$ cat src/rtl/core/pcf_sqrt.sv
`default_nettype none

module pcf_sqrt #(
    parameter int RAD_BITS = 76
) (
    input  wire logic                  clk,
    input  wire logic                  rst_n,
    input  wire logic                  start,
    input  wire logic [RAD_BITS-1:0]   rad,
    output logic      [RAD_BITS/2-1:0] root,
    output logic                       done
);

    localparam int RW       = RAD_BITS / 2;
    localparam int CNT_BITS = $clog2(RW);

    logic                busy_reg;
    logic                done_reg;
    logic [CNT_BITS-1:0] cnt_reg;
    logic [RAD_BITS-1:0] rad_reg;
    logic [RW-1:0]       root_reg;
    logic [RW+1:0]       rem_reg;

    logic [RW+3:0]       rem_sh;
    logic [RW+3:0]       trial;
    logic [RW+3:0]       rem_diff;
    logic                fits;

    // two radicand bits in, one root bit out per cycle
    always_comb
    begin
        rem_sh   = {rem_reg, rad_reg[RAD_BITS-1:RAD_BITS-2]};
        trial    = {2'b00, root_reg, 2'b01};
        rem_diff = rem_sh - trial;
        fits     = rem_sh >= trial;
    end

    always_ff @(posedge clk or negedge rst_n)
    begin
        if (!rst_n)
        begin
            busy_reg <= 1'b0;
            done_reg <= 1'b0;
            cnt_reg  <= '0;
        end
        else
        begin
            done_reg <= 1'b0;
            if (start)
            begin
                busy_reg <= 1'b1;
                cnt_reg  <= '0;
            end
            else if (busy_reg)
            begin
                cnt_reg <= cnt_reg + 1'b1;
                if (cnt_reg == CNT_BITS'(RW - 1))
                begin
                    busy_reg <= 1'b0;
                    done_reg <= 1'b1;
                end
            end
        end
    end

    always_ff @(posedge clk)
    begin
        if (start)
        begin
            rad_reg  <= rad;
            rem_reg  <= '0;
            root_reg <= '0;
        end
        else if (busy_reg)
        begin
            rad_reg  <= {rad_reg[RAD_BITS-3:0], 2'b00};
            rem_reg  <= fits ? rem_diff[RW+1:0] : rem_sh[RW+1:0];
            root_reg <= {root_reg[RW-2:0], fits};
        end
    end

    assign root = root_reg;
    assign done = done_reg;

endmodule

`default_nettype wire

$ cat config.mk
export PLATFORM = sky130hd
export DESIGN_NAME = pcf_sqrt
export DESIGN_NICKNAME = d
export VERILOG_FILES = /design/src/rtl/core/pcf_sqrt.sv
export SDC_FILE = /design/constraint.sdc
export NUM_CORES = 1
export LEC_CHECK = 0
export BUFFER_PORTS_ARGS = -buffer_cell sky130_fd_sc_hd__buf_2
export CORE_MARGIN = 5
export CORE_UTILIZATION = 40
export CTS_BUF_LIST = sky130_fd_sc_hd__clkbuf_16
export CTS_CLUSTER_DIAMETER = 200
export CTS_CLUSTER_SIZE = 20
export DETAILED_ROUTE_END_ITERATION = 10
export GPL_TIMING_DRIVEN = 0
export PLACE_DENSITY = 0.63
export SLEW_MARGIN = 25
export SYNTH_ARGS = -nofsm -noshare
export SYNTH_HDL_FRONTEND = slang
export SYNTH_SLANG_ARGS = --single-unit
$ cat constraint.sdc
create_clock -name clk -period 3.62 [get_ports clk]
set_clock_uncertainty 0.05 [all_clocks]
set_input_delay 0.362 -clock clk [delete_from_list [all_inputs] [get_ports clk]]
set_output_delay 0.362 -clock clk [all_outputs]
set_load 0.01 [all_outputs]
==> flow_summary_export.csv, run 1 <==
group,metric,value,unit
power,peakVddDrop,0.407,mV
drt,maxUsedRoutingLayer,"met5",
layout,design_area,0.0106,mm²
yosys,yosysTopAreaCell,"edfxtp_1",
drt,dr.pass1.iters,6,
die,die_w,160,µm
timing,fin_crit,3.46,ns
drt,drtIter0Drc,303,
yosys,ys_warn_count,0,
drt,ant_nets,0,
yosys,ys_seq_elements,162,
yosys,yosys-top-cells-count,"nor2_1 (104), dfxtp_1 (78), edfxtp_1 (76)",
worst_setup_path,endpoint_kind,"flop",
drt,drt-wirelength-per-cell,16.7,µm
yosys,synth_edf_count,76,
placed_design,place_congestion,0.851,
yosys,synth_flop_cell,"dfxtp_1",
worst_setup_path,worstReg2RegEnd,"rem_reg[25]",
timing,setup_viol,0,
worst_setup_path,cp_max_fo,10,
power,p_sw,0.00337,W
layout,drive_above_1_share,24.5,%
die,io_pins,118,
placed_design,portBuffers,117,
timing,min_period_over_period,95.5,%
global_routing,grt_use_total,16.9,%
power,p_int,0.00504,W
power,power_density,791,mW/mm²
timing,worstMarginPinSlew,0.744,ns
yosys,synth-seq-area-share,44.9,%
yosys,avgSynthCellArea,10.3,µm²
worst_setup_path,cp_data_arrival_time,3.69,ns
global_routing,grt_overflow,0,
timing,hold_viol,0,
die,core_area,0.0224,mm²
drt,dr_wl_met3,1.79,mm
placed_design,place_hpwl,16.2,mm
hold_path,hold_depth,2,
layout,largest_register_ffs,76,
hold_path,min_from,"rad[1]",
drt,routed_wl,21.9,mm
clock_network,clock-root-buffer,"clkbuf_16",
die,start_util,40.2,%
outcome,status,"finished clean",
worst_setup_path,path_class,"flop to flop",
layout,syn_to_final_growth,18.1,%
power,finalPower,0.00841,W
clock_network,cts_max_level,4,
yosys,synth_nets,992,
yosys,synth.area.top_cells,"edfxtp_1 (25%), dfxtp_1 (17%), mux2_2 (9.4%)",
global_routing,grt_start_max_net_pins,46,
yosys,synth_cells,871,
yosys,synth_top_area_share,25.3,%
worst_setup_path,reg2reg_slack,0.16,ns
worst_setup_path,reg2reg_depth,12,
power,sw_frac_of_total,40.0,%
timing,drv_slew,0,
yosys,netlist_area,0.00901,mm²
worst_setup_path,r2r-start,"root[3]",
yosys,synth.distinct_cells,71,
clock_network,cts.clk_slew.worst_paths,0.08,ns
clock_network,clock_path_buffers,2,
yosys,synth_most_common_cell,"nor2_1",
timing,slew_headroom,50.4,%
power,p_comb_share,49.8,%
yosys,ys_async_sr_fraction,4.94,%
timing,fin_worst_hold_slack,0.163,ns
hold_path,hold_path_class,"input pin to flop",
power,p_leak,4.58,nW
die,row_count,55,
power,seqPwrFrac,28.4,%
drt,wl_met2,9.80,mm
global_routing,grt_pass1_wl,35.8,mm
worst_setup_path,critPathRequiredTime,3.85,ns
layout,layout.nets,1131,
hold_path,min_delay_worst_endpoint,"rad_reg[1]",
placed_design,place_area,0.00997,mm²
power,clockPowerShare,21.8,%
drt,wl_met1,9.99,mm
clock_network,cts_tree,"yes",
drt,vias,6989,
drt,routed_via_density,5.34,
drt,drc_errors,0,
timing,fmax,289,MHz
worst_setup_path,worstSetupStartpointType,"flop",
run,cap_violations,0,
timing,grt_setup_unrepaired,"false",
layout,filler_cell_count,2174,
clock_network,cts.sinks,162,
die,die_y,160,µm
global_routing,antenna_found_initial,5,
clock_network,clk_latency,0.43,ns
die,die_area,0.0256,mm²
clock_network,cts_buffers,17,
global_routing,grt_pass1_vias,7060,
==> critical path, cell delays in order, from the launching register on <==
cell	delay [ns]
dfxtp_2	0.37
inv_1	0.05
ha_1	0.38
and2_1	0.24
a221oi_4	0.31
a211oi_2	0.13
or3_4	0.44
o211ai_4	0.23
a41o_1	0.27
o2bb2ai_4	0.25
buf_8	0.22
mux2i_2	0.27
a211oi_1	0.10
==> cells by family after synthesis <==
group                    count (synthesis)  synth area share [%]
AND/OR/NAND/NOR                        232                  12.2
AO/OA/AOI/OAI                          172                  13.4
flip-flops                             162                  44.9
multiplexers                           134                  15.9
buffers and inverters                   94                  4.30
adder cells (fa/ha/maj)                 42                  5.83
XOR/XNOR                                35                  3.40
==> stage by stage <==
stage / setup WS (ns) / cells / util (%) / setup TNS, ns
floorplan: 0.510 / 871 / - / 0
global placement: -0.526 / 1273 / 44.4 / -39.99
detailed placement: -0.0670 / 1274 / 44.5 / -0.109
CTS: 0.0283 / 1307 / 47.2 / 0
global route: 0.00339 / 1308 / 47.4 / 0
finish: 0.164 / 1309 / 47.4 / 0
==> cell usage in the layout (no fill, tap or decap), types with 16 or more instances in the layout <==
master and n:
clkbuf_16 17, xnor2_1 19, mux2i_1 58, inv_1 49, edfxtp_1 76, o21ai_0 31, xor2_1 16, a21oi_1 35
ha_1 42, clkbuf_1 33, nor2_1 104, buf_2 121, dfxtp_1 77, a211oi_1 28, nand2_1 40, mux2_2 75
==> per-layer routing <==
| layer | GRT usage (%) | vias to the layer above |
|---|---|---|
| li1 | - | 3470 |
| met1 | 21.9 | 3282 |
| met2 | 26.6 | 192 |
| met3 | 6.53 | 35 |
| met4 | 4.34 | 10 |
| met5 | 0 | - |
==> power groups by stage <==
stage / Sequential, W / Clock [W] / Combinational, W
after floorplan: 0.00236 / 0 / 0.00323
after global placement: 0.00242 / 0 / 0.00400
after detailed placement: 0.00243 / 0 / 0.00403
after CTS: 0.00239 / 0.00187 / 0.00408
after global routing: 0.00242 / 0.00195 / 0.00462
final: 0.00239 / 0.00183 / 0.00419
==> what timing repair did <==
action,CTS,global route
gates resized for setup,1,5
endpoints found under the hold margin,8,0
setup buffers,0,2
setup endpoints to repair,17,25
hold buffers,1,0
cloned,0,0
==> final cells by class <==
type	instances	area (µm²)	area share (%)
buffer	42	196	1.85
multi-input combinational	615	4610	43.3
tap	285	357	3.35
clock buffer	17	425	4.00
sequential	162	4050	38.0
clock inverter	15	178	1.67
inverter	51	194	1.82
antenna	1	2.50	0.0235
timing repair buffer	121	631	5.93
==> how the worst max path moves through the flow <==
| stage | start | endpoint | slack (ns) | cells after the start |
|---|---|---|---|---|
| 2_1_floorplan | root[3] | rem_reg[2] | 0.51 | 12 |
| 3_3_place_gp | start | rad_reg[54] | -0.53 | 5 |
| 3_5_place_dp | root[3] | rem_reg[25] | -0.07 | 12 |
| 4_1_cts | root[3] | rem_reg[25] | 0.03 | 12 |
| 5_1_grt | root[9] | rem_reg[33] | 0.003 | 11 |
| 6_report | root[3] | rem_reg[25] | 0.16 | 12 |
Note: power is estimated with default switching activity, not from simulation.
==> inputs of run 2 (changes only) <==
--- a/config.mk
+++ b/config.mk
@@ -5,15 +5,15 @@
 export SDC_FILE = /design/constraint.sdc
 export NUM_CORES = 1
 export LEC_CHECK = 0
-export BUFFER_PORTS_ARGS = -buffer_cell sky130_fd_sc_hd__buf_2
 export CORE_MARGIN = 5
 export CORE_UTILIZATION = 40
 export CTS_BUF_LIST = sky130_fd_sc_hd__clkbuf_16
 export CTS_CLUSTER_DIAMETER = 200
 export CTS_CLUSTER_SIZE = 20
 export DETAILED_ROUTE_END_ITERATION = 10
+export DONT_BUFFER_PORTS = 1
 export GPL_TIMING_DRIVEN = 0
-export PLACE_DENSITY = 0.63
+export PLACE_DENSITY = 0.58
 export SLEW_MARGIN = 25
 export SYNTH_ARGS = -nofsm -noshare
 export SYNTH_HDL_FRONTEND = slang
==> run 2 against run 1 <==
Clock power rose by 8%. Power up 1.5%. Via count is 6.0% lower. Critical path type unchanged. Largest cell class unchanged. Highest routed layer unchanged.
==> flow_summary_export.csv, run 2 (synthesis gave the netlist of run 1 again) <==
group,metric,value,unit
drt,dr_wl_met3,1.86,mm
timing,min_period_over_period,97.1,%
worst_setup_path,worst_path_largest_cell_delay,0.57,ns
drt,routed_via_density,5.50,
layout,filler_cell_count,2177,
drt,ant_nets,0,
worst_setup_path,worstSetupStartpointType,"flop",
timing,grt_setup_unrepaired,"true",
drt,wl_met1,10.1,mm
global_routing,antenna_found_initial,9,
clock_network,clk_latency,0.44,ns
layout,finish.utilization,45.2,%
clock_network,cts_buffers,17,
timing,fmax,285,MHz
timing,fin_crit,3.51,ns
drt,maxUsedRoutingLayer,"met5",
layout,final_cell_mix,"nor2_1 (103), edfxtp_1 (76), mux2_2 (75)",
layout,layout.nets,1015,
placed_design,place_hpwl,15.9,mm
die,die_y,160,µm
die,start_util,40.2,%
global_routing,grt_pass1_wl,35.3,mm
timing,slew_headroom,49.2,%
die,core_area,0.0224,mm²
layout,final_common_cell,"nor2_1",
drt,vias,6571,
global_routing,grt_start_max_net_pins,47,
clock_network,clock_path_buffers,2,
clock_network,cts_max_level,4,
placed_design,place_congestion,0.855,
drt,dr.pass1.iters,5,
run,cap_violations,0,
timing,drv_slew,0,
timing,setup_viol,0,
die,die_area,0.0256,mm²
power,p_leak,4.08,nW
clock_network,cts.clk_slew.worst_paths,0.08,ns
timing,hold_viol,0,
drt,routed_wl,21.7,mm
worst_setup_path,crit_chain,"inv_1 > ha_1 > buf_2 > and4_1 > nand3_1 > o221ai_2 > or4b_1 > nand2_2 > nand2b_4 > and4_4 > or4_1 > a311oi_1",
layout,largest_register_ffs,76,
worst_setup_path,cp_max_fo,10,
layout,drive_above_1_share,15.8,%
drt,wl_met2,9.35,mm
timing,worstMarginPinSlew,0.762,ns
drt,drt-wirelength-per-cell,18.2,µm
clock_network,cts_tree,"yes",
power,power_density,842,mW/mm²
worst_setup_path,critPathRequiredTime,3.91,ns
worst_setup_path,endpoint_kind,"flop",
drt,drtIter0Drc,380,
global_routing,grt_overflow,0,
layout,syn_to_final_growth,12.5,%
global_routing,grt_pass1_vias,6630,
power,peakVddDrop,0.358,mV
die,row_count,55,
worst_setup_path,path_class,"flop to flop",
drt,drc_errors,0,
global_routing,grt_use_total,17.0,%
placed_design,portBuffers,0,
die,io_pins,118,
outcome,status,"finished clean",
hold_path,hold_path_class,"input pin to flop",
timing,fin_worst_hold_slack,0.0791,ns
die,die_w,160,µm
clock_network,clock-root-buffer,"clkbuf_16",
worst_setup_path,cp_data_arrival_time,3.81,ns
worst_setup_path,worst_path_max_delay_cell,"or4_1",
clock_network,cts.sinks,162,
## run 2: cell types whose count changed in the layout (fill, tap and decap cells not counted), sizes merged
cell / previous run / this run
clkinvlp: 1 / 0
diode: 1 / 2
clkinv: 7 / 5
inv: 58 / 61
buf: 129 / 13
## run 2: power breakdown
part / total [W] / internal [W] / switching [W]
sequential: 0.00240 / 0.00221 / 0.000189
combinational: 0.00417 / 0.00188 / 0.00229
clock: 0.00197 / 0.000984 / 0.000985
total: 0.00854 / 0.00507 / 0.00346
## run 2: repair_timing
item,in CTS,in global routing
setup buffers,0,3
resized for setup,5,12
pin swaps,0,1
setup endpoints to repair,39,41
endpoints found under the hold margin,8,0
hold buffers,1,0
## run 2: worst paths after layout
kind                                  start          end  slack (ns)  cells after the start
worst min register to register  rem_reg[39]  rem_reg[39]        0.43                      2
worst max-delay path                root[9]  rem_reg[33]        0.11                     12
max in group asynchronous             rst_n   cnt_reg[3]        2.99                      1
worst min-delay path                 rad[0]   rad_reg[0]        0.08                      1
worst max register to register      root[9]  rem_reg[33]        0.11                     12
min in group asynchronous             rst_n   cnt_reg[2]        0.24                      1
## run 2: worst max-delay path, delay by kind of cell, from the launching register on
kind,cells,cell delay [ns]
compound gates,2,0.48
fa+ha+maj,1,0.28
buf+inv,2,0.25
simple gates,7,1.97
flops,1,0.40
## run 2: area by class of cell
| cell class | instances | area, µm² | share of cell area (%) |
|---|---|---|---|
| inverters | 51 | 194 | 1.91 |
| clock inverters | 15 | 224 | 2.21 |
| multi-input cells | 615 | 4620 | 45.6 |
| clock buffers | 17 | 425 | 4.20 |
| well taps | 285 | 357 | 3.52 |
| repair buffers | 5 | 60.1 | 0.592 |
| flip-flops and latches | 162 | 4050 | 40.0 |
| diodes | 2 | 5.00 | 0.0494 |
| plain buffers | 42 | 200 | 1.97 |
## run 2: metal layers
metal / GRT usage [%] / vias up
li1: - / 3250
met1: 22.6 / 3100
met2: 25.6 / 167
met3: 7.28 / 38
met4: 4.46 / 16
met5: 0 / -
## run 2: metrics by stage
| step | setup slack (ns) | power (W) | instance area (µm²) | std cells | TNS [ns] |
|---|---|---|---|---|---|
| 2_1_floorplan | 0.510 | 0.00559 | 9010 | 871 | 0 |
| 3_3_place_gp | -0.488 | 0.00640 | 9370 | 1156 | -40.05 |
| 3_5_place_dp | -0.196 | 0.00643 | 9400 | 1157 | -2.79 |
| 4_1_cts | 0.0114 | 0.00845 | 10100 | 1190 | 0 |
| 5_1_grt | -0.0532 | 0.00916 | 10100 | 1193 | -0.0532 |
| 6_report | 0.105 | 0.00854 | 10100 | 1194 | 0 |
