### config.mk
export PLATFORM = sky130hd
export DESIGN_NAME = pcf_div
export DESIGN_NICKNAME = d
export VERILOG_FILES = /design/src/rtl/core/pcf_div.sv
export SDC_FILE = /design/constraint.sdc
export NUM_CORES = 1
export LEC_CHECK = 0
export BUFFER_PORTS_ARGS = -buffer_cell sky130_fd_sc_hd__buf_2
export CORE_UTILIZATION = 55
export CTS_CLUSTER_SIZE = 12
export DETAILED_ROUTE_END_ITERATION = 8
export GPL_ROUTABILITY_DRIVEN = 1
export PLACE_DENSITY_LB_ADDON = 0.25
export RECOVER_POWER = 25
export SETUP_SLACK_MARGIN = 0.4
export SYNTH_ARGS = -nofsm -noshare
export SYNTH_HDL_FRONTEND = slang
export SYNTH_SLANG_ARGS = --single-unit
### constraint.sdc
create_clock -name clk -period 9.81 [get_ports clk]
set_input_delay 1.962 -clock clk [delete_from_list [all_inputs] [get_ports clk]]
set_output_delay 1.962 -clock clk [all_outputs]
set_load 0.005 [all_outputs]
### src/rtl/core/pcf_div.sv
`default_nettype none

module pcf_div #(
    parameter int NUM_BITS = 102,
    parameter int DEN_BITS = 51
) (
    input  wire logic                clk,
    input  wire logic                rst_n,
    input  wire logic                start,
    input  wire logic [NUM_BITS-1:0] num,
    input  wire logic [DEN_BITS-1:0] den,
    output logic      [NUM_BITS-1:0] quo,
    output logic                     done
);

    localparam int CNT_BITS = $clog2(NUM_BITS);

    logic                busy_reg;
    logic                done_reg;
    logic [CNT_BITS-1:0] cnt_reg;
    logic [NUM_BITS-1:0] num_reg;
    logic [NUM_BITS-1:0] quo_reg;
    logic [DEN_BITS-1:0] den_reg;
    logic [DEN_BITS-1:0] rem_reg;

    logic [DEN_BITS:0]   rem_sh;
    logic [DEN_BITS:0]   rem_diff;
    logic                fits;

    // restoring division, one quotient bit a cycle
    always_comb
    begin
        rem_sh   = {rem_reg, num_reg[NUM_BITS-1]};
        rem_diff = rem_sh - {1'b0, den_reg};
        fits     = rem_sh >= {1'b0, den_reg};
    end

    always_ff @(posedge clk or negedge rst_n)
    begin
        if (!rst_n)
        begin
            busy_reg <= 1'b0;
            done_reg <= 1'b0;
            cnt_reg  <= '0;
        end
        else
        begin
            done_reg <= 1'b0;
            if (start)
            begin
                busy_reg <= 1'b1;
                cnt_reg  <= '0;
            end
            else if (busy_reg)
            begin
                cnt_reg <= cnt_reg + 1'b1;
                if (cnt_reg == CNT_BITS'(NUM_BITS - 1))
                begin
                    busy_reg <= 1'b0;
                    done_reg <= 1'b1;
                end
            end
        end
    end

    always_ff @(posedge clk)
    begin
        if (start)
        begin
            num_reg <= num;
            den_reg <= den;
            rem_reg <= '0;
            quo_reg <= '0;
        end
        else if (busy_reg)
        begin
            num_reg <= {num_reg[NUM_BITS-2:0], 1'b0};
            rem_reg <= fits ? rem_diff[DEN_BITS-1:0] : rem_sh[DEN_BITS-1:0];
            quo_reg <= {quo_reg[NUM_BITS-2:0], fits};
        end
    end

    assign quo  = quo_reg;
    assign done = done_reg;

endmodule

`default_nettype wire

==> results of run 1 <==
## per-layer routing
layer	vias to the layer above	track usage [%]	wire length [µm]
met5	-	0	39
li1	5458	-	-
met2	299	37.00	14690
met1	5109	27.39	13380
met4	6	7.905	830
met3	63	7.099	2516
## logic make-up (layout without fill, tap and decap cells)
kind of cell / after synthesis / in the layout / share of synthesized area (%)
flip-flops: 315 / 315 / 51.86
multiplexers: 238 / 238 / 16.50
AO/OA/AOI/OAI: 256 / 256 / 11.14
XOR/XNOR: 46 / 46 / 2.651
adder cells (fa/ha/maj): 54 / 54 / 4.495
buffers and inverters: 161 / 401 / 4.050
AND/OR/NAND/NOR: 328 / 328 / 9.302
other: 0 / 9 / 0
## power groups by stage
stage,registers (µW),logic (µW),clock network (µW)
after floorplan,1630,1030,0
after global placement,1660,1250,0
after detailed placement,1660,1270,0
after CTS,1640,1270,1200
after global routing,1660,1430,1250
final,1640,1280,1170
## worst max-delay path: stages, from the launching register on
cell	delay (ns)
dfrtp_1	1.96
buf_4	1.05
clkinv_1	0.61
nor3_1	0.30
a21oi_1	0.06
o22ai_1	0.15
## synth_stat cells, types with 3 or more instances
library cell	instances	area (µm²)
a21boi_0	3	22.52
nand4_1	19	118.9
xor2_1	15	131.4
ha_1	53	663.1
or2_2	4	25.02
mux2_2	101	1137
nor2_1	180	675.7
buf_2	9	45.04
nand2_1	67	251.5
o21a_1	5	37.54
xnor2_1	31	271.5
a211oi_1	43	322.8
nand2b_1	7	43.79
dfxtp_1	153	3063
clkbuf_1	57	214.0
o21ai_0	38	190.2
dfrtp_1	9	225.2
o22ai_1	6	37.54
o211ai_1	6	45.04
nor3_1	15	75.07
nand3_1	11	55.05
and2_1	5	31.28
a221o_1	3	30.03
o21bai_1	16	120.1
a31oi_1	8	50.05
mux2i_1	137	1371
o21ai_1	4	20.02
a21o_1	19	142.6
nor2b_1	5	31.28
or3_1	5	31.28
a21oi_1	84	420.4
inv_1	80	300.3
buf_1	14	52.55
edfxtp_1	153	4594
## placed cells by master (no fill, tap or decap), types with 53 or more instances in the layout
master	synthesis	routed
buf_2	9	252
nor2_1	180	180
edfxtp_1	153	153
dfxtp_1	153	153
mux2i_1	137	137
mux2_2	101	100
a21oi_1	84	84
inv_1	80	79
nand2_1	67	67
ha_1	53	53
## final timing paths
| path | startpoint | end | slack (ns) | cells after the start |
|---|---|---|---|---|
| worst min register to register | rem_reg[37]$_SDFFE_PP0P_ | rem_reg[37]$_SDFFE_PP0P_ | 0.50 | 2 |
| worst max register to register | busy_reg$_DFF_PN0_ | rem_reg[48]$_SDFFE_PP0P_ | 5.49 | 5 |
| worst max-delay path | busy_reg$_DFF_PN0_ | rem_reg[48]$_SDFFE_PP0P_ | 5.49 | 5 |
| worst min-delay path | rem_reg[37]$_SDFFE_PP0P_ | rem_reg[37]$_SDFFE_PP0P_ | 0.50 | 2 |
| min in group asynchronous | rst_n | done$_DFF_PN0_ | 1.39 | 1 |
| max in group asynchronous | rst_n | cnt_reg[1]$_DFFE_PN0P_ | 8.08 | 1 |
## layout make-up
| class | count | area [µm²] |
|---|---|---|
| fillers | 2176 | 9326 |
| diodes | 9 | 22.52 |
| clock buffers | 48 | 913.4 |
| repair buffers | 263 | 1345 |
| well taps | 341 | 426.7 |
| clock inverters | 9 | 93.84 |
| inverters | 81 | 305.3 |
| flip-flops and latches | 315 | 7883 |
| multi-input cells | 922 | 6710 |
## metrics by stage
stage                     cell area (µm²)  worst slack [ns]  std cells  util [%]  power [µW]
after floorplan                     15200             4.770       1398         -        2655
after global placement              16680             5.448       1922     61.72        2905
after detailed placement            16680             5.417       1922     61.72        2926
after CTS                           17690             5.929       1979     65.44        4113
after global routing                17690             4.973       1985     65.46        4333
final                               17700             5.488       1988     65.49        4088
==> impl_metrics.xml, run 1 <==
<?xml version="1.0" encoding="UTF-8"?>
<metrics>
  <group name="run_status">
    <metric name="result_of_the_run" unit="">complete, but fails checks</metric>
    <metric name="failed_checks" unit="">max-capacitance violations, max-slew violations</metric>
  </group>
  <group name="clocking">
    <metric name="clk-insertion-delay-late" unit="ns">0.51</metric>
    <metric name="cts-resized-gates" unit="">0</metric>
    <metric name="number_of_hold_repair_buffers_added_at_the_cts_stage" unit="">0</metric>
    <metric name="numCtsBuffers" unit="">34</metric>
    <metric name="tritoncts" unit="">built</metric>
    <metric name="cts_buffer_depth" unit="">3</metric>
    <metric name="cts.repair_timing.setup_buffer_count" unit="">0</metric>
    <metric name="tritoncts_num_sinks" unit="">315</metric>
    <metric name="clock_tree.htree_level_count" unit="">2</metric>
    <metric name="cts-root-buf" unit="">clkbuf_16</metric>
    <metric name="cts.reportedPaths.clkPinSlew" unit="ns">0.06</metric>
  </group>
  <group name="pwr">
    <metric name="vdd_drop_max" unit="mV">0.1726</metric>
    <metric name="switching_share" unit="%">31.99</metric>
    <metric name="total_net_switching_power" unit="µW">1308</metric>
    <metric name="power.density" unit="mW/mm²">230.9</metric>
    <metric name="share_comb_of_total_power" unit="%">31.2</metric>
    <metric name="total_leakage_power" unit="µW">0.008284</metric>
    <metric name="internal-power" unit="µW">2780</metric>
    <metric name="clock_power_share" unit="%">28.7</metric>
    <metric name="p_seq_share" unit="%">40.0</metric>
  </group>
  <group name="cells_and_area">
    <metric name="drive_above_1_share" unit="%">25.46</metric>
    <metric name="final_net_count" unit="">1827</metric>
    <metric name="layout-area-overhead-vs-synth" unit="%">16.45</metric>
  </group>
  <group name="die">
    <metric name="fp-row-count" unit="">60</metric>
    <metric name="die_h" unit="µm">168.2</metric>
    <metric name="dieArea" unit="mm²">0.02830</metric>
    <metric name="x_dimension_of_the_die" unit="µm">168.2</metric>
    <metric name="placeableCoreArea" unit="mm²">0.02703</metric>
    <metric name="io-pin-count" unit="">259</metric>
    <metric name="initial_core_util" unit="%">56.24</metric>
  </group>
  <group name="logic_synthesis">
    <metric name="synth_top_flop_cell" unit="">edfxtp_1</metric>
    <metric name="synth_cell_types" unit="">61</metric>
    <metric name="synth_warnings" unit="">0</metric>
    <metric name="flops_latches_synth" unit="">315</metric>
    <metric name="synth_sequential_area_ratio" unit="%">51.86</metric>
    <metric name="synth_edf_count" unit="">153</metric>
    <metric name="syn_area_cell" unit="µm²">10.87</metric>
    <metric name="syn_nets" unit="">1608</metric>
    <metric name="fraction_of_synthesis_flops_using_an_asynchronous_set_or_reset_pin" unit="%">2.857</metric>
    <metric name="syn_area" unit="mm²">0.01520</metric>
    <metric name="syn_inst" unit="">1398</metric>
  </group>
  <group name="timing">
    <metric name="timing.final.hold_violations" unit="">0</metric>
    <metric name="skew" unit="ns">0.01131</metric>
    <metric name="worst_hold_slack" unit="ns">0.5030</metric>
    <metric name="final_worst_path_cycle_share" unit="%">44.06</metric>
    <metric name="maxClockFrequency" unit="MHz">231.4</metric>
    <metric name="period_needed" unit="ns">4.322</metric>
    <metric name="finalSetupViolCount" unit="">0</metric>
    <metric name="rsz_0062_raised_after_global_routing" unit="">no</metric>
    <metric name="final-max-slew-violation-count" unit="">52</metric>
    <metric name="timing_worst_slew_pin_value" unit="ns">2.416</metric>
    <metric name="final.setup.tns" unit="ns">0</metric>
    <metric name="max-slew-margin-rel" unit="%">-61.03</metric>
  </group>
  <group name="global_route">
    <metric name="overflow" unit="">0</metric>
    <metric name="grt_pass1_wl" unit="µm">51770</metric>
    <metric name="number_of_antenna_violations_at_the_first_check_in_global_routing" unit="">14</metric>
    <metric name="groute.usage.overall" unit="%">22.33</metric>
    <metric name="number_of_global_route_vias_before_repair" unit="">10610</metric>
    <metric name="grt_max_degree" unit="">210</metric>
  </group>
  <group name="critical_path">
    <metric name="end_kind" unit="">flop</metric>
    <metric name="cp.arrival" unit="ns">4.75</metric>
    <metric name="critical_path_required" unit="ns">10.24</metric>
    <metric name="startpoint_type" unit="">flop</metric>
    <metric name="critical_path_peak_fanout" unit="">107</metric>
    <metric name="criticalPathCategory" unit="">flop to flop</metric>
  </group>
  <group name="detailed_routing">
    <metric name="detail_route.iter0.violations" unit="">628</metric>
    <metric name="drc_errors" unit="">0</metric>
    <metric name="drt-wirelength-per-cell" unit="µm">15.82</metric>
    <metric name="drtAntennaViolNets" unit="">0</metric>
    <metric name="detailroute.via_count" unit="">10940</metric>
    <metric name="detail_route.vias_per_cell" unit="">5.501</metric>
    <metric name="drt_wl_total" unit="µm">31450</metric>
    <metric name="drtPass1Iterations" unit="">5</metric>
  </group>
  <group name="place">
    <metric name="detailed_place_hpwl" unit="µm">21600</metric>
    <metric name="globalplace.congestion" unit="">0.9062</metric>
    <metric name="io_buffers" unit="">258</metric>
  </group>
  <group name="worst_hold_path">
    <metric name="worst_hold_path_type" unit="">flop to flop</metric>
  </group>
  <group name="job">
    <metric name="drv_cap" unit="">1</metric>
  </group>
</metrics>
Power figures use the tool's default switching activity.
==> run 2, diff against run 1 <==
ABC_AREA = 1   (was not set)
CORE_UTILIZATION = 52   (was 55)
clock period = 3.7 ns   (was 9.81 ns; I/O delays follow)
==> run 2 against run 1 <==
  * The run still ends with max-capacitance violations, max-slew violations left
  * Power rose by 130%
  * Clock skew rose by 0.0085 ns
  * Global-route usage rose by 4.8 points
  * Register-to-register slack got worse by 4.8 ns
  * Synthesized cell count rose by 54%
  * First-iteration DRC count rose by 76%
  * Area after synthesis rose by 6.4%
  * Flip-flop and latch count did not move
  * Via count rose by 31%
  * Critical path type unchanged
  * Critical endpoint is now rem_reg[43]$_SDFFE_PP0P_
==> impl_metrics.xml, run 2 <==
<?xml version="1.0" encoding="UTF-8"?>
<metrics>
  <group name="run_status">
    <metric name="failed_checks" unit="">max-capacitance violations, max-slew violations</metric>
    <metric name="result_of_the_run" unit="">complete, but fails checks</metric>
  </group>
  <group name="timing">
    <metric name="rsz_0062_raised_after_global_routing" unit="">no</metric>
    <metric name="worst_hold_slack" unit="ns">0.1660</metric>
    <metric name="skew" unit="ns">0.01980</metric>
    <metric name="finalSetupViolCount" unit="">0</metric>
    <metric name="max-slew-margin-rel" unit="%">-59.77</metric>
    <metric name="final_worst_path_cycle_share" unit="%">81.29</metric>
    <metric name="maxClockFrequency" unit="MHz">332.5</metric>
    <metric name="timing.final.hold_violations" unit="">0</metric>
    <metric name="timing_worst_slew_pin_value" unit="ns">2.397</metric>
    <metric name="final-max-slew-violation-count" unit="">122</metric>
    <metric name="final.setup.tns" unit="ns">0</metric>
    <metric name="period_needed" unit="ns">3.008</metric>
  </group>
  <group name="worst_hold_path">
    <metric name="worst_hold_path_type" unit="">input pin to async pin</metric>
  </group>
  <group name="clocking">
    <metric name="clk-insertion-delay-late" unit="ns">0.53</metric>
    <metric name="numCtsBuffers" unit="">35</metric>
    <metric name="cts.reportedPaths.clkPinSlew" unit="ns">0.06</metric>
    <metric name="clock_tree.htree_level_count" unit="">2</metric>
    <metric name="number_of_hold_repair_buffers_added_at_the_cts_stage" unit="">0</metric>
    <metric name="cts-root-buf" unit="">clkbuf_16</metric>
    <metric name="cts_buffer_depth" unit="">3</metric>
    <metric name="tritoncts_num_sinks" unit="">315</metric>
    <metric name="tritoncts" unit="">built</metric>
  </group>
  <group name="die">
    <metric name="io-pin-count" unit="">259</metric>
    <metric name="initial_core_util" unit="%">52.89</metric>
    <metric name="die_h" unit="µm">178.4</metric>
    <metric name="x_dimension_of_the_die" unit="µm">178.4</metric>
    <metric name="dieArea" unit="mm²">0.03182</metric>
    <metric name="placeableCoreArea" unit="mm²">0.03059</metric>
    <metric name="fp-row-count" unit="">64</metric>
  </group>
  <group name="pwr">
    <metric name="vdd_drop_max" unit="mV">0.4039</metric>
    <metric name="p_seq_share" unit="%">42.7</metric>
    <metric name="total_leakage_power" unit="µW">0.009654</metric>
    <metric name="clock_power_share" unit="%">35.3</metric>
    <metric name="power" unit="µW">9591</metric>
    <metric name="switching_share" unit="%">30.77</metric>
    <metric name="total_net_switching_power" unit="µW">2951</metric>
    <metric name="power.density" unit="mW/mm²">505.7</metric>
    <metric name="share_comb_of_total_power" unit="%">22.0</metric>
    <metric name="internal-power" unit="µW">6640</metric>
  </group>
  <group name="cells_and_area">
    <metric name="instances_no_fill" unit="">2815</metric>
    <metric name="layout-area-overhead-vs-synth" unit="%">17.22</metric>
    <metric name="final_net_count" unit="">2602</metric>
    <metric name="postLayoutCoreUtil" unit="%">62.00</metric>
    <metric name="drive_above_1_share" unit="%">13.99</metric>
    <metric name="layout.cells.most_common_list" unit="">nand2_1, inv_1, buf_2, edfxtp_1, dfxtp_1</metric>
    <metric name="layout_commonest_cell" unit="">nand2_1</metric>
  </group>
  <group name="critical_path">
    <metric name="end_kind" unit="">flop</metric>
    <metric name="cp.arrival" unit="ns">3.47</metric>
    <metric name="critical_path_required" unit="ns">4.16</metric>
    <metric name="critical_path_peak_fanout" unit="">12</metric>
    <metric name="startpoint_type" unit="">flop</metric>
    <metric name="criticalPathCategory" unit="">flop to flop</metric>
    <metric name="worst_reg_to_reg_cells" unit="">14</metric>
    <metric name="crit-reg2reg-launch" unit="">den_reg[26]$_DFFE_PP_</metric>
    <metric name="startpoint" unit="">den_reg[26]$_DFFE_PP_</metric>
  </group>
  <group name="detailed_routing">
    <metric name="drtAntennaViolNets" unit="">0</metric>
    <metric name="detail_route.vias_per_cell" unit="">5.080</metric>
    <metric name="drt_wl_total" unit="µm">43620</metric>
    <metric name="drtPass1Iterations" unit="">7</metric>
    <metric name="detailroute.via_count" unit="">14300</metric>
    <metric name="detail_route.iter0.violations" unit="">1103</metric>
    <metric name="drt-wirelength-per-cell" unit="µm">15.50</metric>
    <metric name="drc_errors" unit="">0</metric>
  </group>
  <group name="logic_synthesis">
    <metric name="synth_edf_count" unit="">153</metric>
    <metric name="syn_nets" unit="">2357</metric>
    <metric name="synth_top_cell_by_area" unit="">edfxtp_1</metric>
    <metric name="syn_area" unit="mm²">0.01618</metric>
    <metric name="syn_area_cell" unit="µm²">7.535</metric>
    <metric name="syn_inst" unit="">2147</metric>
    <metric name="synth_cell_types" unit="">36</metric>
    <metric name="synth_warnings" unit="">0</metric>
    <metric name="fraction_of_synthesis_flops_using_an_asynchronous_set_or_reset_pin" unit="%">2.857</metric>
    <metric name="synth_top_flop_cell" unit="">edfxtp_1</metric>
    <metric name="flops_latches_synth" unit="">315</metric>
    <metric name="post-synth-top-area-fraction" unit="%">28.40</metric>
    <metric name="synth.top_cells.by_area" unit="">edfxtp_1, dfxtp_1, nand2_1</metric>
    <metric name="yosys.cell_count.top_type" unit="">nand2_1</metric>
    <metric name="most_frequent_cells_after_synthesis" unit="">nand2_1, inv_1, dfxtp_1, edfxtp_1, nand3_1</metric>
    <metric name="synth_sequential_area_ratio" unit="%">48.72</metric>
  </group>
  <group name="place">
    <metric name="globalplace.congestion" unit="">0.9972</metric>
    <metric name="detailed_place_hpwl" unit="µm">32340</metric>
    <metric name="io_buffers" unit="">258</metric>
    <metric name="placed_cells" unit="">2750</metric>
  </group>
  <group name="global_route">
    <metric name="groute.usage.overall" unit="%">27.16</metric>
    <metric name="grt_max_degree" unit="">77</metric>
    <metric name="number_of_global_route_vias_before_repair" unit="">13680</metric>
    <metric name="grt_pass1_wl" unit="µm">68290</metric>
    <metric name="number_of_antenna_violations_at_the_first_check_in_global_routing" unit="">7</metric>
    <metric name="overflow" unit="">0</metric>
  </group>
  <group name="job">
    <metric name="drv_cap" unit="">2</metric>
  </group>
</metrics>
run 2: worst max-delay path, stage by stage (launching register included):
cell	delay (ns)
edfxtp_1	0.33
inv_1	0.04
ha_1	0.36
nand2_1	0.12
nor2_1	0.28
inv_1	0.07
nor2_1	0.16
and2_1	0.28
nand3_4	0.28
nand2_1	0.20
buf_4	0.21
inv_2	0.08
nor2_4	0.31
nand3_1	0.12
nand3_1	0.10
run 2: worst paths after layout:
check                                           end  slack [ns]
min in group clk              den_reg[20]$_DFFE_PP_        0.38
setup / recovery           rem_reg[43]$_SDFFE_PP0P_        0.69
hold / removal               cnt_reg[6]$_DFFE_PN0P_        0.17
max in group asynchronous    cnt_reg[1]$_DFFE_PN0P_        3.18
hold reg to reg               quo[101]$_SDFFE_PP0P_        0.47
setup reg to reg           rem_reg[43]$_SDFFE_PP0P_        0.69
run 2: area by class of cell:
class,count,area [µm²]
diodes,3,7.507
clock buffers,53,963.4
clock inverters,8,138.9
fillers,2815,11620
inverters,397,1498
multi-input cells,1364,6520
flip-flops and latches,315,7883
well taps,396,495.5
repair buffers,279,1459
run 2: cell families (layout without fill, tap and decap cells):
logic type	count (synthesis)	in the layout	share of synthesized area (%)
simple gates	1089	1090	27.49
buf+inv	469	737	11.05
flops	315	315	48.72
compound gates	194	194	7.100
fa+ha+maj	54	54	4.223
xor+xnor	26	26	1.408
other cells	0	3	0
run 2: timing repair:
item / CTS / global route
hold endpoints to repair: 0 / 0
buffers inserted: 0 / 0
resized for setup: 0 / 1
setup endpoints to repair: 0 / 9
run 2: power groups by stage:
stage,Clock [µW],Sequential [µW],Combinational [µW]
after floorplan,0,4120,1510
after global placement,0,4150,2060
after detailed placement,0,4160,2090
after CTS,3460,4090,2100
after global routing,3590,4130,2380
final,3390,4090,2110
run 2: stage by stage:
| stage | setup WS (ns) | instance area, µm² |
|---|---|---|
| 4_1_cts | 0.5632 | 18970 |
| 3_3_place_gp | 0.6961 | 17870 |
| 5_1_grt | 0.3908 | 18960 |
| 6_report | 0.6923 | 18960 |
| 3_5_place_dp | 0.5920 | 17870 |
| 2_1_floorplan | 0.6655 | 16180 |
run 2: metal layers:
metal / part of all wire (%) / vias up / routed length [µm] / track usage, %
li1: - / 7257 / - / -
met4: 2.2 / 8 / 969 / 7.662
met3: 7.1 / 78 / 3110 / 6.586
met1: 43 / 6528 / 18880 / 34.75
met5: 0.11 / - / 47 / 0
met2: 47 / 429 / 20610 / 45.45
